File: src/rtl/mtt_pkg.sv
// ----------------------------------------------------------------------------
// MPE touch tracker package
// Shared types, message codes and result builders for the touch tracker.
// ----------------------------------------------------------------------------
package mtt_pkg;

    localparam int NUM_CHANNELS = 16;

    // Message type codes, upper nibble of the status byte.
    localparam logic [3:0] MSG_NOTE_OFF  = 4'h8;
    localparam logic [3:0] MSG_NOTE_ON   = 4'h9;
    localparam logic [3:0] MSG_CTRL_CHG  = 4'hB;
    localparam logic [3:0] MSG_CHAN_PRES = 4'hD;
    localparam logic [3:0] MSG_PITCH_BND = 4'hE;

    // Controller number that carries timbre in MPE mode.
    localparam logic [6:0] CC_TIMBRE = 7'd74;

    // Control numbers reported for pressure and bend in plain mode.
    localparam logic [7:0] CTRL_NUM_PRESSURE = 8'hD0;
    localparam logic [7:0] CTRL_NUM_BEND     = 8'hE0;

    // Configuration register indexes.
    localparam logic [1:0] REG_MPE_MODE   = 2'd0;
    localparam logic [1:0] REG_BEND_RANGE = 2'd1;

    localparam logic [6:0] BEND_RANGE_RESET = 7'd48;

    typedef enum logic [1:0] {
        KIND_ON   = 2'd0,
        KIND_CONT = 2'd1,
        KIND_OFF  = 2'd2,
        KIND_CTRL = 2'd3
    } t_kind;

    typedef struct packed {
        logic [7:0] status_byte;
        logic [6:0] first_data;
        logic [6:0] second_data;
    } t_item;

    typedef struct packed {
        t_kind              event_kind;
        logic [3:0]         touch_id;
        logic signed [16:0] note_pos;
        logic signed [13:0] x_bend;
        logic [6:0]         y_timbre;
        logic [6:0]         z_pressure;
        logic [7:0]         control_number;
        logic signed [13:0] control_level;
        logic               last_of_run;
    } t_result;

    // Results of one processed item, handed to the output queue.
    typedef struct packed {
        logic [1:0] count;
        t_result    res0;
        t_result    res1;
    } t_push;

    function automatic t_result mk_touch(t_kind kind, logic [3:0] id,
                                         logic signed [16:0] note,
                                         logic signed [13:0] bend,
                                         logic [6:0] y, logic [6:0] z);
        t_result r;
        r                = '0;
        r.event_kind     = kind;
        r.touch_id       = id;
        r.note_pos       = note;
        r.x_bend         = bend;
        r.y_timbre       = y;
        r.z_pressure     = z;
        return r;
    endfunction

    function automatic t_result mk_ctrl(logic [7:0] number,
                                        logic signed [13:0] level);
        t_result r;
        r                = '0;
        r.event_kind     = KIND_CTRL;
        r.control_number = number;
        r.control_level  = level;
        return r;
    endfunction

endpackage

File: src/rtl/mpe_midi_to_touch_tracker_unit.sv
// ----------------------------------------------------------------------------
// MPE MIDI to touch tracker
// Turns MIDI channel messages into per-channel touch and control events.
// ----------------------------------------------------------------------------
// A message is captured in the input register, processed once the result
// queue has room, and its results are written into that queue for the output.
// Throughput: one message per cycle while results are taken; a note-on that
// restarts an active touch gives two results, and the single output port
// then hands them out one at a time.
// Reset: synchronous, active low; clears every touch record, sets MPE mode
// on and a bend range of 48 semitones, and empties the result queue.
module mpe_midi_to_touch_tracker_unit (
    input  logic        i_clk,
    input  logic        i_rst_n,
    // Input message stream.
    input  logic        s_axis_tvalid,
    output logic        s_axis_tready,
    // [7:0] status_byte, [14:8] first_data, [21:15] second_data, [23:22] zero
    input  logic [23:0] s_axis_tdata,
    // Configuration writes: index 0 is mpe_mode, index 1 is bend_range.
    input  logic        i_cfg_valid,
    output logic        o_cfg_ready,
    input  logic [1:0]  i_cfg_index,
    input  logic [6:0]  i_cfg_data,
    // Output event stream.
    output logic        m_axis_tvalid,
    input  logic        m_axis_tready,
    // [3:0] touch_id, [20:4] note_pos, [34:21] x_bend, [41:35] y_timbre,
    // [48:42] z_pressure, [56:49] control_number, [70:57] control_level,
    // [71] zero
    output logic [71:0] m_axis_tdata,
    // [1:0] event_kind
    output logic [1:0]  m_axis_tuser,
    // last_of_run: set on the final event caused by one message
    output logic        m_axis_tlast
);
    import mtt_pkg::*;

    t_item   item;
    t_push   push;
    t_result result;
    logic    room;

    // Unpack the message fields from the input transfer.
    assign item.status_byte = s_axis_tdata[7:0];
    assign item.first_data  = s_axis_tdata[14:8];
    assign item.second_data = s_axis_tdata[21:15];

    // Registers can be written in any cycle; software must write them only while
    // the tracker is idle, which the block itself does not enforce.
    assign o_cfg_ready = 1'b1;

    // The core holds the input register and the touch store; it only moves
    // a message forward when the queue has space for two results.
    mtt_core u_core (
        .i_clk        (i_clk),
        .i_rst_n      (i_rst_n),
        .i_item_valid (s_axis_tvalid),
        .o_item_ready (s_axis_tready),
        .i_item       (item),
        .i_cfg_valid  (i_cfg_valid),
        .i_cfg_index  (i_cfg_index),
        .i_cfg_data   (i_cfg_data),
        .i_room       (room),
        .o_push       (push)
    );

    // The result queue decouples the core from stalls on the output side.
    mtt_fifo u_fifo (
        .i_clk    (i_clk),
        .i_rst_n  (i_rst_n),
        .i_push   (push),
        .o_room   (room),
        .o_valid  (m_axis_tvalid),
        .i_ready  (m_axis_tready),
        .o_result (result)
    );

    assign m_axis_tdata = {1'b0, result.control_level, result.control_number,
                           result.z_pressure, result.y_timbre, result.x_bend,
                           result.note_pos, result.touch_id};
    assign m_axis_tuser = result.event_kind;
    assign m_axis_tlast = result.last_of_run;

endmodule

File: src/rtl/mtt_core.sv
// ----------------------------------------------------------------------------
// MPE touch tracker core
// Input register, per-channel touch store and the single-pass event logic.
// ----------------------------------------------------------------------------
module mtt_core (
    input  logic           i_clk,
    input  logic           i_rst_n,
    input  logic           i_item_valid,
    output logic           o_item_ready,
    input  mtt_pkg::t_item i_item,
    input  logic           i_cfg_valid,
    input  logic [1:0]     i_cfg_index,
    input  logic [6:0]     i_cfg_data,
    input  logic           i_room,
    output mtt_pkg::t_push o_push
);
    import mtt_pkg::*;

    logic       r_mpe_mode;
    logic [6:0] r_bend_range;

    logic  r_in_valid;
    t_item r_in;

    logic               r_active  [NUM_CHANNELS];
    logic [6:0]         r_start   [NUM_CHANNELS];
    logic signed [16:0] r_note    [NUM_CHANNELS];
    logic signed [13:0] r_bend    [NUM_CHANNELS];
    logic [6:0]         r_timbre  [NUM_CHANNELS];
    logic [6:0]         r_press   [NUM_CHANNELS];

    logic               n_active;
    logic [6:0]         n_start;
    logic signed [16:0] n_note;
    logic signed [13:0] n_bend;
    logic [6:0]         n_timbre;
    logic [6:0]         n_press;

    logic               fire;
    logic [3:0]         ch;
    logic [3:0]         msg;
    logic [6:0]         d1;
    logic [6:0]         d2;
    logic signed [13:0] bend_off;
    logic signed [20:0] bend_prod;
    logic signed [15:0] bend_term;
    logic signed [16:0] d1_note;
    logic               off_ev;
    logic               on_ev;
    t_push              push;

    assign fire         = r_in_valid && i_room;
    assign o_item_ready = !r_in_valid || i_room;

    assign ch  = r_in.status_byte[3:0];
    assign msg = r_in.status_byte[7:4];
    assign d1  = r_in.first_data;
    assign d2  = r_in.second_data;

    // Raw 14-bit bend minus center is the raw value with its top bit flipped.
    assign bend_off  = {~d2[6], d2[5:0], d1};
    assign bend_prod = 21'(bend_off) * $signed({14'd0, r_bend_range});
    assign bend_term = 16'(bend_prod >>> 5);
    assign d1_note   = $signed({2'b00, d1, 8'h00});

    always_comb begin
        n_active = r_active[ch];
        n_start  = r_start[ch];
        n_note   = r_note[ch];
        n_bend   = r_bend[ch];
        n_timbre = r_timbre[ch];
        n_press  = r_press[ch];
        push     = '0;
        off_ev   = 1'b0;
        on_ev    = 1'b0;
        case (msg)
            MSG_NOTE_ON: begin
                off_ev = r_mpe_mode && (r_active[ch] || d2 == 7'd0);
                on_ev  = !(r_mpe_mode && d2 == 7'd0);
                if (off_ev) begin
                    push.res0 = mk_touch(KIND_OFF, ch, r_note[ch], r_bend[ch], 7'd0, 7'd0);
                    n_active  = 1'b0;
                    n_start   = 7'd0;
                    n_timbre  = 7'd0;
                    n_press   = 7'd0;
                end
                if (on_ev) begin
                    n_active = 1'b1;
                    n_start  = d1;
                    n_note   = d1_note;
                    n_bend   = '0;
                    n_timbre = 7'd0;
                    n_press  = d2;
                    if (off_ev) begin
                        push.res1 = mk_touch(KIND_ON, ch, d1_note, '0, 7'd0, d2);
                    end else begin
                        push.res0 = mk_touch(KIND_ON, ch, d1_note, '0, 7'd0, d2);
                    end
                end
                push.count = {1'b0, off_ev} + {1'b0, on_ev};
            end
            MSG_NOTE_OFF: begin
                if (!r_mpe_mode) begin
                    n_note = d1_note;
                    n_bend = '0;
                end
                n_timbre   = 7'd0;
                n_press    = d2;
                n_active   = 1'b0;
                n_start    = 7'd0;
                push.res0  = mk_touch(KIND_OFF, ch, n_note, n_bend, 7'd0, d2);
                push.count = 2'd1;
            end
            MSG_CTRL_CHG: begin
                if (r_mpe_mode && d1 == CC_TIMBRE) begin
                    if (r_active[ch]) begin
                        n_timbre   = d2;
                        push.res0  = mk_touch(KIND_CONT, ch, r_note[ch], r_bend[ch],
                                              d2, r_press[ch]);
                        push.count = 2'd1;
                    end
                end else begin
                    push.res0  = mk_ctrl({1'b0, d1}, $signed({7'd0, d2}));
                    push.count = 2'd1;
                end
            end
            MSG_CHAN_PRES: begin
                if (r_mpe_mode) begin
                    if (r_active[ch]) begin
                        n_press    = d1;
                        push.res0  = mk_touch(KIND_CONT, ch, r_note[ch], r_bend[ch],
                                              r_timbre[ch], d1);
                        push.count = 2'd1;
                    end
                end else begin
                    push.res0  = mk_ctrl(CTRL_NUM_PRESSURE, $signed({7'd0, d1}));
                    push.count = 2'd1;
                end
            end
            MSG_PITCH_BND: begin
                if (r_mpe_mode) begin
                    if (r_active[ch]) begin
                        n_note     = $signed({2'b00, r_start[ch], 8'h00}) + 17'(bend_term);
                        n_bend     = bend_off;
                        push.res0  = mk_touch(KIND_CONT, ch, n_note, bend_off,
                                              r_timbre[ch], r_press[ch]);
                        push.count = 2'd1;
                    end
                end else begin
                    push.res0  = mk_ctrl(CTRL_NUM_BEND, bend_off);
                    push.count = 2'd1;
                end
            end
            default: begin
                push.count = 2'd0;
            end
        endcase
        // Mark the final result of this item.
        if (push.count == 2'd2) begin
            push.res1.last_of_run = 1'b1;
        end else begin
            push.res0.last_of_run = 1'b1;
        end
        if (!fire) begin
            push.count = 2'd0;
        end
    end

    assign o_push = push;

    always_ff @(posedge i_clk) begin
        if (!i_rst_n) begin
            r_mpe_mode   <= 1'b1;
            r_bend_range <= BEND_RANGE_RESET;
            r_in_valid   <= 1'b0;
            for (int k = 0; k < NUM_CHANNELS; k++) begin
                r_active[k] <= 1'b0;
                r_start[k]  <= '0;
                r_note[k]   <= '0;
                r_bend[k]   <= '0;
                r_timbre[k] <= '0;
                r_press[k]  <= '0;
            end
        end else begin
            if (i_cfg_valid) begin
                case (i_cfg_index)
                    REG_MPE_MODE:   r_mpe_mode   <= i_cfg_data[0];
                    REG_BEND_RANGE: r_bend_range <= i_cfg_data;
                    default:        ;
                endcase
            end
            if (o_item_ready) begin
                r_in_valid <= i_item_valid;
            end
            if (fire) begin
                r_active[ch] <= n_active;
                r_start[ch]  <= n_start;
                r_note[ch]   <= n_note;
                r_bend[ch]   <= n_bend;
                r_timbre[ch] <= n_timbre;
                r_press[ch]  <= n_press;
            end
        end
    end

    always_ff @(posedge i_clk) begin
        if (o_item_ready && i_item_valid) begin
            r_in <= i_item;
        end
    end

endmodule

File: src/rtl/mtt_fifo.sv
// ----------------------------------------------------------------------------
// MPE touch tracker result queue
// Four-entry queue that takes up to two results and gives one per cycle while the reader is ready.
// ----------------------------------------------------------------------------
module mtt_fifo (
    input  logic             i_clk,
    input  logic             i_rst_n,
    input  mtt_pkg::t_push   i_push,
    output logic             o_room,
    output logic             o_valid,
    input  logic             i_ready,
    output mtt_pkg::t_result o_result
);
    import mtt_pkg::*;

    t_result    r_mem [4];
    logic [1:0] r_wr;
    logic [1:0] r_rd;
    logic [2:0] r_count;
    logic       pop;
    logic [1:0] wr_next;

    assign o_valid  = r_count != 3'd0;
    assign o_room   = r_count <= 3'd2;
    assign pop      = o_valid && i_ready;
    assign o_result = r_mem[r_rd];
    assign wr_next  = r_wr + 2'd1;

    always_ff @(posedge i_clk) begin
        if (!i_rst_n) begin
            r_wr    <= '0;
            r_rd    <= '0;
            r_count <= '0;
        end else begin
            r_wr    <= r_wr + i_push.count;
            r_rd    <= r_rd + {1'b0, pop};
            r_count <= r_count + {1'b0, i_push.count} - {2'b00, pop};
        end
    end

    always_ff @(posedge i_clk) begin
        if (i_push.count != 2'd0) begin
            r_mem[r_wr] <= i_push.res0;
        end
        if (i_push.count == 2'd2) begin
            r_mem[wr_next] <= i_push.res1;
        end
    end

endmodule

File: config.mk
export PLATFORM = sky130hd
export DESIGN_NAME = mpe_midi_to_touch_tracker_unit
export DESIGN_NICKNAME = d
export VERILOG_FILES = /design/src/rtl/mtt_pkg.sv /design/src/rtl/mpe_midi_to_touch_tracker_unit.sv /design/src/rtl/mtt_core.sv /design/src/rtl/mtt_fifo.sv
export SDC_FILE = /design/constraint.sdc
export NUM_CORES = 2
export LEC_CHECK = 0
export BUFFER_PORTS_ARGS = -buffer_cell sky130_fd_sc_hd__buf_2
export CORE_MARGIN = 3
export CORE_UTILIZATION = 40
export DETAILED_ROUTE_END_ITERATION = 10
export GPL_ROUTABILITY_DRIVEN = 0
export PLACE_DENSITY = 0.64
export SLEW_MARGIN = 10
export SYNTH_ARGS = -nofsm -noshare
export SYNTH_HDL_FRONTEND = slang
export SYNTH_SLANG_ARGS = --single-unit
File: constraint.sdc
create_clock -name i_clk -period 7.8 [get_ports i_clk]
set_input_delay 0.78 -clock i_clk [delete_from_list [all_inputs] [get_ports i_clk]]
set_output_delay 0.78 -clock i_clk [all_outputs]
set_load 0.01 [all_outputs]
[After elaboration in Yosys (flattened, before gate mapping)]
Memories as Yosys holds them, arrays and structs flattened. A register that Yosys moved wholly into a read port is not among the register bits.
Index checks and enable logic that the tools add are counted.
Cells by class
  equality and inequality tests: 9
  multiply operators: 1
  add/subtract/negate cells: 7
  reductions and logical operators: 22
  magnitude comparators: 1
  bitwise operators: 1
  mux-type cells: 75
Operators by type and width (number)
  $pmux W74 S5: 1
  $mux W75: 4
  $mux W74: 3
  $mux W76: 2
  $mux W148: 1
  $mux W7: 13
  $mux W17: 5
  $mux W72: 1
  $mux W14: 5
  $pmux W17 S3: 1
  $mux W4: 12
  $pmux W14 S3: 1
  $pmux W7 S3: 2
  $mul A14 B8 Y21: 1
  $reduce_or A7 Y1: 3
  $eq A4 B4 Y1 const B: 5
  $mux W1: 19
  $add A16 B16 Y17: 1
  $reduce_or A17 Y1: 1
  $pmux W7 S2: 1
  $reduce_or A14 Y1: 1
  $pmux W2 S5: 1
  $eq A7 B7 Y1 const B: 1
  $logic_not A7 Y1: 1
  other kinds (20): 30
Word-level totals
  flip-flop bits (word level): 38
  logic and storage cells: 132
  memories kept: 7
  bits in writable memories: 1144
  bits of input ports: 38
Memory list
  u_fifo.r_mem: depth 4, bits a word 74, rd ports 1, clocked after Yosys merged registers in 1, write ports 2, RTL line mtt_fifo.sv:16  | t_result r_mem [4];
  u_core.r_note: depth 16, bits a word 17, rd ports 1, clocked after Yosys merged registers in 1, write ports 16, RTL line mtt_core.sv:27  | logic signed [16:0] r_note [NUM_CHANNELS];
  u_core.r_bend: depth 16, bits a word 14, rd ports 1, clocked after Yosys merged registers in 1, write ports 16, RTL line mtt_core.sv:28  | logic signed [13:0] r_bend [NUM_CHANNELS];
  u_core.r_press: depth 16, bits a word 7, rd ports 1, clocked after Yosys merged registers in 1, write ports 16, RTL line mtt_core.sv:30  | logic [6:0] r_press [NUM_CHANNELS];
  u_core.r_start: depth 16, bits a word 7, rd ports 1, clocked after Yosys merged registers in 1, write ports 16, RTL line mtt_core.sv:26  | logic [6:0] r_start [NUM_CHANNELS];
  u_core.r_timbre: depth 16, bits a word 7, rd ports 1, clocked after Yosys merged registers in 1, write ports 16, RTL line mtt_core.sv:29  | logic [6:0] r_timbre [NUM_CHANNELS];
  +1 memories

[Logic depth before layout (Yosys ltp)]
  depth in word-level cells: 10
  depth in mapped cells: 28
  mapped depth without buffers: 25

[Hierarchy]
Synthesis repeated with hierarchy kept, for this count alone.
Second synthesis, totals
  cells, all modules: 3841
  area total of the unflattened synthesis: 57671.6 um^2
By module, submodules not included
  mtt_core: area each 42972.5 um^2, cells each 3077, times used 1
  mtt_fifo: area each 14676.6 um^2, cells each 760, times used 1
  mpe_midi_to_touch_tracker_unit: area each 22.5 um^2, cells each 4, times used 1

[Worst setup path after synthesis]
Ideal clock, no wire load.
  kind: register to register
  from: register u_core.r_in (netlist bit u_core.d1[5])
  to: memory u_core.r_note[0][14] (data pin)
  cell stages (with the launch flop): 28
  slack: 0.827 ns
  period minus slack after synthesis: 6.973 ns
  path buffers: 3
  arrival: 6.707 ns
  path through: edfxtp_1 > clkbuf_1 > clkbuf_1 > nand2_1 > fa_1 > fa_1 > inv_1 > fa_1 > inv_1 > fa_1 > inv_1 > ha_1 > o21ai_0 > or2_0 > o31a_1 > a21boi_0 > nor2_1 > xnor2_1 > ha_1 > fa_1 > and3_1 > a211oi_1 > o21ai_0 > xnor2_1 > o22ai_1 > a311oi_2 > buf_2 > nor2_1
RTL lines
  from (decl): RTL line mtt_core.sv:23  | t_item r_in;
  from (signal assigned): RTL line mtt_core.sv:208  | r_in <= i_item;
  to (decl): RTL line mtt_core.sv:27

==> impl_metrics.py <==
metrics = {
    "die": {
        "fp.dieW_um": 377,
        "die-area_um2": 142000,
        "core_um2": 136000,
        "pin_count": 116,
        "die_y_um": 377,
        "rows": 135,
        "initial_core_util_pct": 40.5,
    },
    "global_routing": {
        "track_usage_pct": 23.2,
        "antenna_found_initial": 3,
        "met1_usage_pct": 31.1,
        "grt_busiest_layer": "met2",
        "grt_use_met3_pct": 4.45,
        "grt_pass1_vias": 35203,
        "grt_pass1_wl_um": 242000,
        "grt_max_degree": 97,
        "gr-total-overflow": 0,
        "gr-usage-met2_pct": 38.2,
    },
    "synth": {
        "synth_warnings": 0,
        "seq_area_frac_synth_pct": 60.1,
        "postSynthCellCount": 4124,
        "ys_seq_elements": 1186,
        "synth_edf_count": 930,
        "netlist.area_leader.share_pct": 50.8,
        "avgSynthCellArea_um2": 13.3,
        "yosys.area.top_type": "edfxtp_1",
        "ys_top_cells_by_area": "edfxtp_1 51%, mux4_2 14%, dfxtp_1 9.3%",
        "synth_cell_types": 80,
        "async_reset_ff_share_pct": 0,
        "syn_nets": 4291,
        "netlist_area_um2": 55000,
        "synthFlopType": "edfxtp_1",
    },
    "cts": {
        "clk_pin_slew_ns": 0.06,
        "cts_setup_buffers": 0,
        "insertion_delay_ns": 0.72,
        "cts_tree": "built",
        "ctsResizeCount": 0,
        "htreeDepth": 3,
        "cts_buffers": 119,
        "hold_buffers": 0,
        "cts_buffer_depth": 3,
        "cts.sinks": 1186,
        "clock-root-buffer": "clkbuf_16",
    },
    "min_path": {
        "hold_path_end": "u_core.msg[0]$_DFFE_PP_",
        "hold_start": "s_axis_tdata[4]",
        "whs_path_depth": 1,
        "hold_path_class": "primary input to register",
    },
    "routing": {
        "drt-initial-drc-count": 4325,
        "drc": 0,
        "viasPerCell": 5.99,
        "detail-route-antenna-nets": 0,
        "dr_total_vias": 35801,
        "routedWlPerCell_um": 27.9,
        "first_pass_iters": 8,
        "postRouteWirelength_um": 167000,
    },
    "setup_path": {
        "crit_arrival_ns": 7.60,
        "crit_path_frequent_cell": "fa_1",
        "cp-startpoint": "u_core.d2[0]$_DFFE_PP_",
        "rr_startpoint": "u_core.d2[0]$_DFFE_PP_",
        "rr_endpoint": "u_core.r_note[13][14]$_SDFFCE_PN0P_",
        "worstPathMaxFanout": 16,
        "max_stage_delay_ns": 0.53,
        "start_kind": "register",
        "critPathCaptureType": "register",
        "path_cells": "and2_1 -> fa_1 -> fa_1 -> fa_1 -> inv_1 -> fa_1 -> inv_1 -> ha_1 -> a21oi_1 -> a21boi_0 -> o21ai_1 -> a21boi_0 -> o21ai_0 -> nand2_1 -> o311ai_0 -> ha_1 -> and3_1 -> a211oi_1 -> o21ai_0 -> xnor2_1 -> o22ai_1 -> a311oi_2 -> buf_4 -> nor2_1",
        "reg2reg_depth": 24,
        "worstSetupPathType": "register to register",
        "rrSetupSlack_ns": 0.62,
        "crit_path_top_delay_cell": "fa_1",
        "cp.required_ns": 8.22,
    },
    "sta": {
        "tightestPinTransition_ns": 1.22,
        "fmax_mhz": 139,
        "drv_slew": 0,
        "period_needed_ns": 7.18,
        "rsz0062_at_grt": "false",
        "fin_ws_ns": 0.620,
        "max_slew_margin_pct": 18.1,
        "fin_crit_sh_pct": 92.0,
        "finalSetupViolCount": 0,
        "hold_viol": 0,
        "final.setup.tns_ns": 0,
        "finClkSkew_ns": 0.0287,
    },
    "layout": {
        "mostFrequentLayoutCells": "930 x edfxtp_1, 839 x nor2_1, 332 x mux4_2, 250 x dfxtp_1, 193 x nand3_1",
        "fin_nets": 4260,
        "syn2layout_area_growth_pct": 11.3,
        "mostFrequentLayoutCell": "edfxtp_1",
        "drive_gt1_share_pct": 20.4,
    },
    "flow_run": {
        "cap_viol_max_count": 0,
    },
    "power_and_ir_drop": {
        "finalPower_uw": 16100,
        "max-vdd-ir-drop_uv": 188,
        "p_per_area_nw_per_um2": 262,
        "power.leakage_uw": 0.0220,
    },
    "status": {
        "outcome": "complete, no violations",
    },
    "placement": {
        "dp_hpwl_um": 96100,
        "dp_slack_ns": 0.538,
        "port_buffers": 111,
    },
}
==> layer usage <==
layer	vias to the layer above	wire length [um]
met4	2	5250
met1	18308	63700
met5	-	11
met2	2062	80200
met3	303	17400
li1	15126	-
==> cell families after synthesis <==
kind of cell | synth area share (%)
other | 0.0136
adder cells (fa/ha/maj) | 3.96
XOR/XNOR | 0.462
multiplexers | 14.0
flip-flops | 60.1
buffers and inverters | 3.76
AND/OR/NAND/NOR | 11.2
AO/OA/AOI/OAI | 6.56
==> synthesized netlist by cell type (16+ instances only) <==
cell type and n:
o22ai_1 64, a22oi_1 29, a21o_1 58, a22o_1 20, nor2b_1 16, inv_1 114
a22oi_2 27, mux4_2 332, nor2_1 839, nand3_1 201, o21ai_1 105, xnor2_1 18
and3_1 63, o21ai_0 86, a21oi_1 60, buf_2 127, clkbuf_1 221, and2_1 102
edfxtp_1 930, fa_1 75, nand2_1 115, ha_1 54, dfxtp_1 256
==> per-stage QoR <==
step	std cells	util, %	instance area, um2	hold slack [ns]
6_report	5979	45.1	61300	0.236
5_1_grt	5977	45.1	61300	0.232
4_1_cts	5977	45.0	61300	0.199
3_5_place_dp	5753	42.2	57400	0.452
3_3_place_gp	5753	42.2	57400	0.444
2_1_floorplan	4124	-	55000	0.435
==> how the worst max path moves through the flow <==
stage | to | slack [ns] | cells past startpoint
CTS | u_core.r_note[12][14]$_SDFFCE_PN0P_ | 0.47 | 24
global route | u_core.r_note[13][14]$_SDFFCE_PN0P_ | 0.18 | 24
global placement | u_core.r_note[13][14]$_SDFFCE_PN0P_ | 0.51 | 24
floorplan | u_core.r_note[0][14]$_SDFFCE_PN0P_ | 0.83 | 27
detailed placement | u_core.r_note[13][14]$_SDFFCE_PN0P_ | 0.54 | 24
finish | u_core.r_note[13][14]$_SDFFCE_PN0P_ | 0.62 | 24
==> worst max-delay path, delay by kind of cell (launching register included) <==
family,cells,cell delay (ns)
fa+ha+maj,6,2.73
xor+xnor,1,0.18
compound gates,10,2.48
buf+inv,3,0.35
simple gates,4,0.61
flops,1,0.52
==> layout make-up <==
cell class	count	area [um2]
Timing Repair Buffer	220	1390
Clock inverter	61	594
Multi-Input combinational cell	2451	20300
Fill cell	12016	74700
Clock buffer	163	3290
Sequential cell	1186	33100
Inverter	115	432
Tap cell	1781	2230
Antenna cell	2	5.00
==> where the power goes <==
| group | switching (uW) | internal, uW |
|---|---|---|
| sequential | 220 | 7050 |
| combinational | 1910 | 1150 |
| clock | 2470 | 3270 |
| total | 4600 | 11500 |
==> sequential cells by signal (all words and copies together), names as in the netlist, 3 cells and up, named ones only <==
register             flops
u_core.ch                4
u_fifo.r_mem           296
u_fifo.r_count           3
u_core.r_start         112
u_core.d1                7
u_core.r_bend          224
u_core.r_active         16
u_core.r_timbre        112
u_core.r_bend_range      7
u_core.d2                7
u_core.r_note          272
u_core.r_press         112
u_core.msg               4
Note: power is estimated with default switching activity, not from simulation.
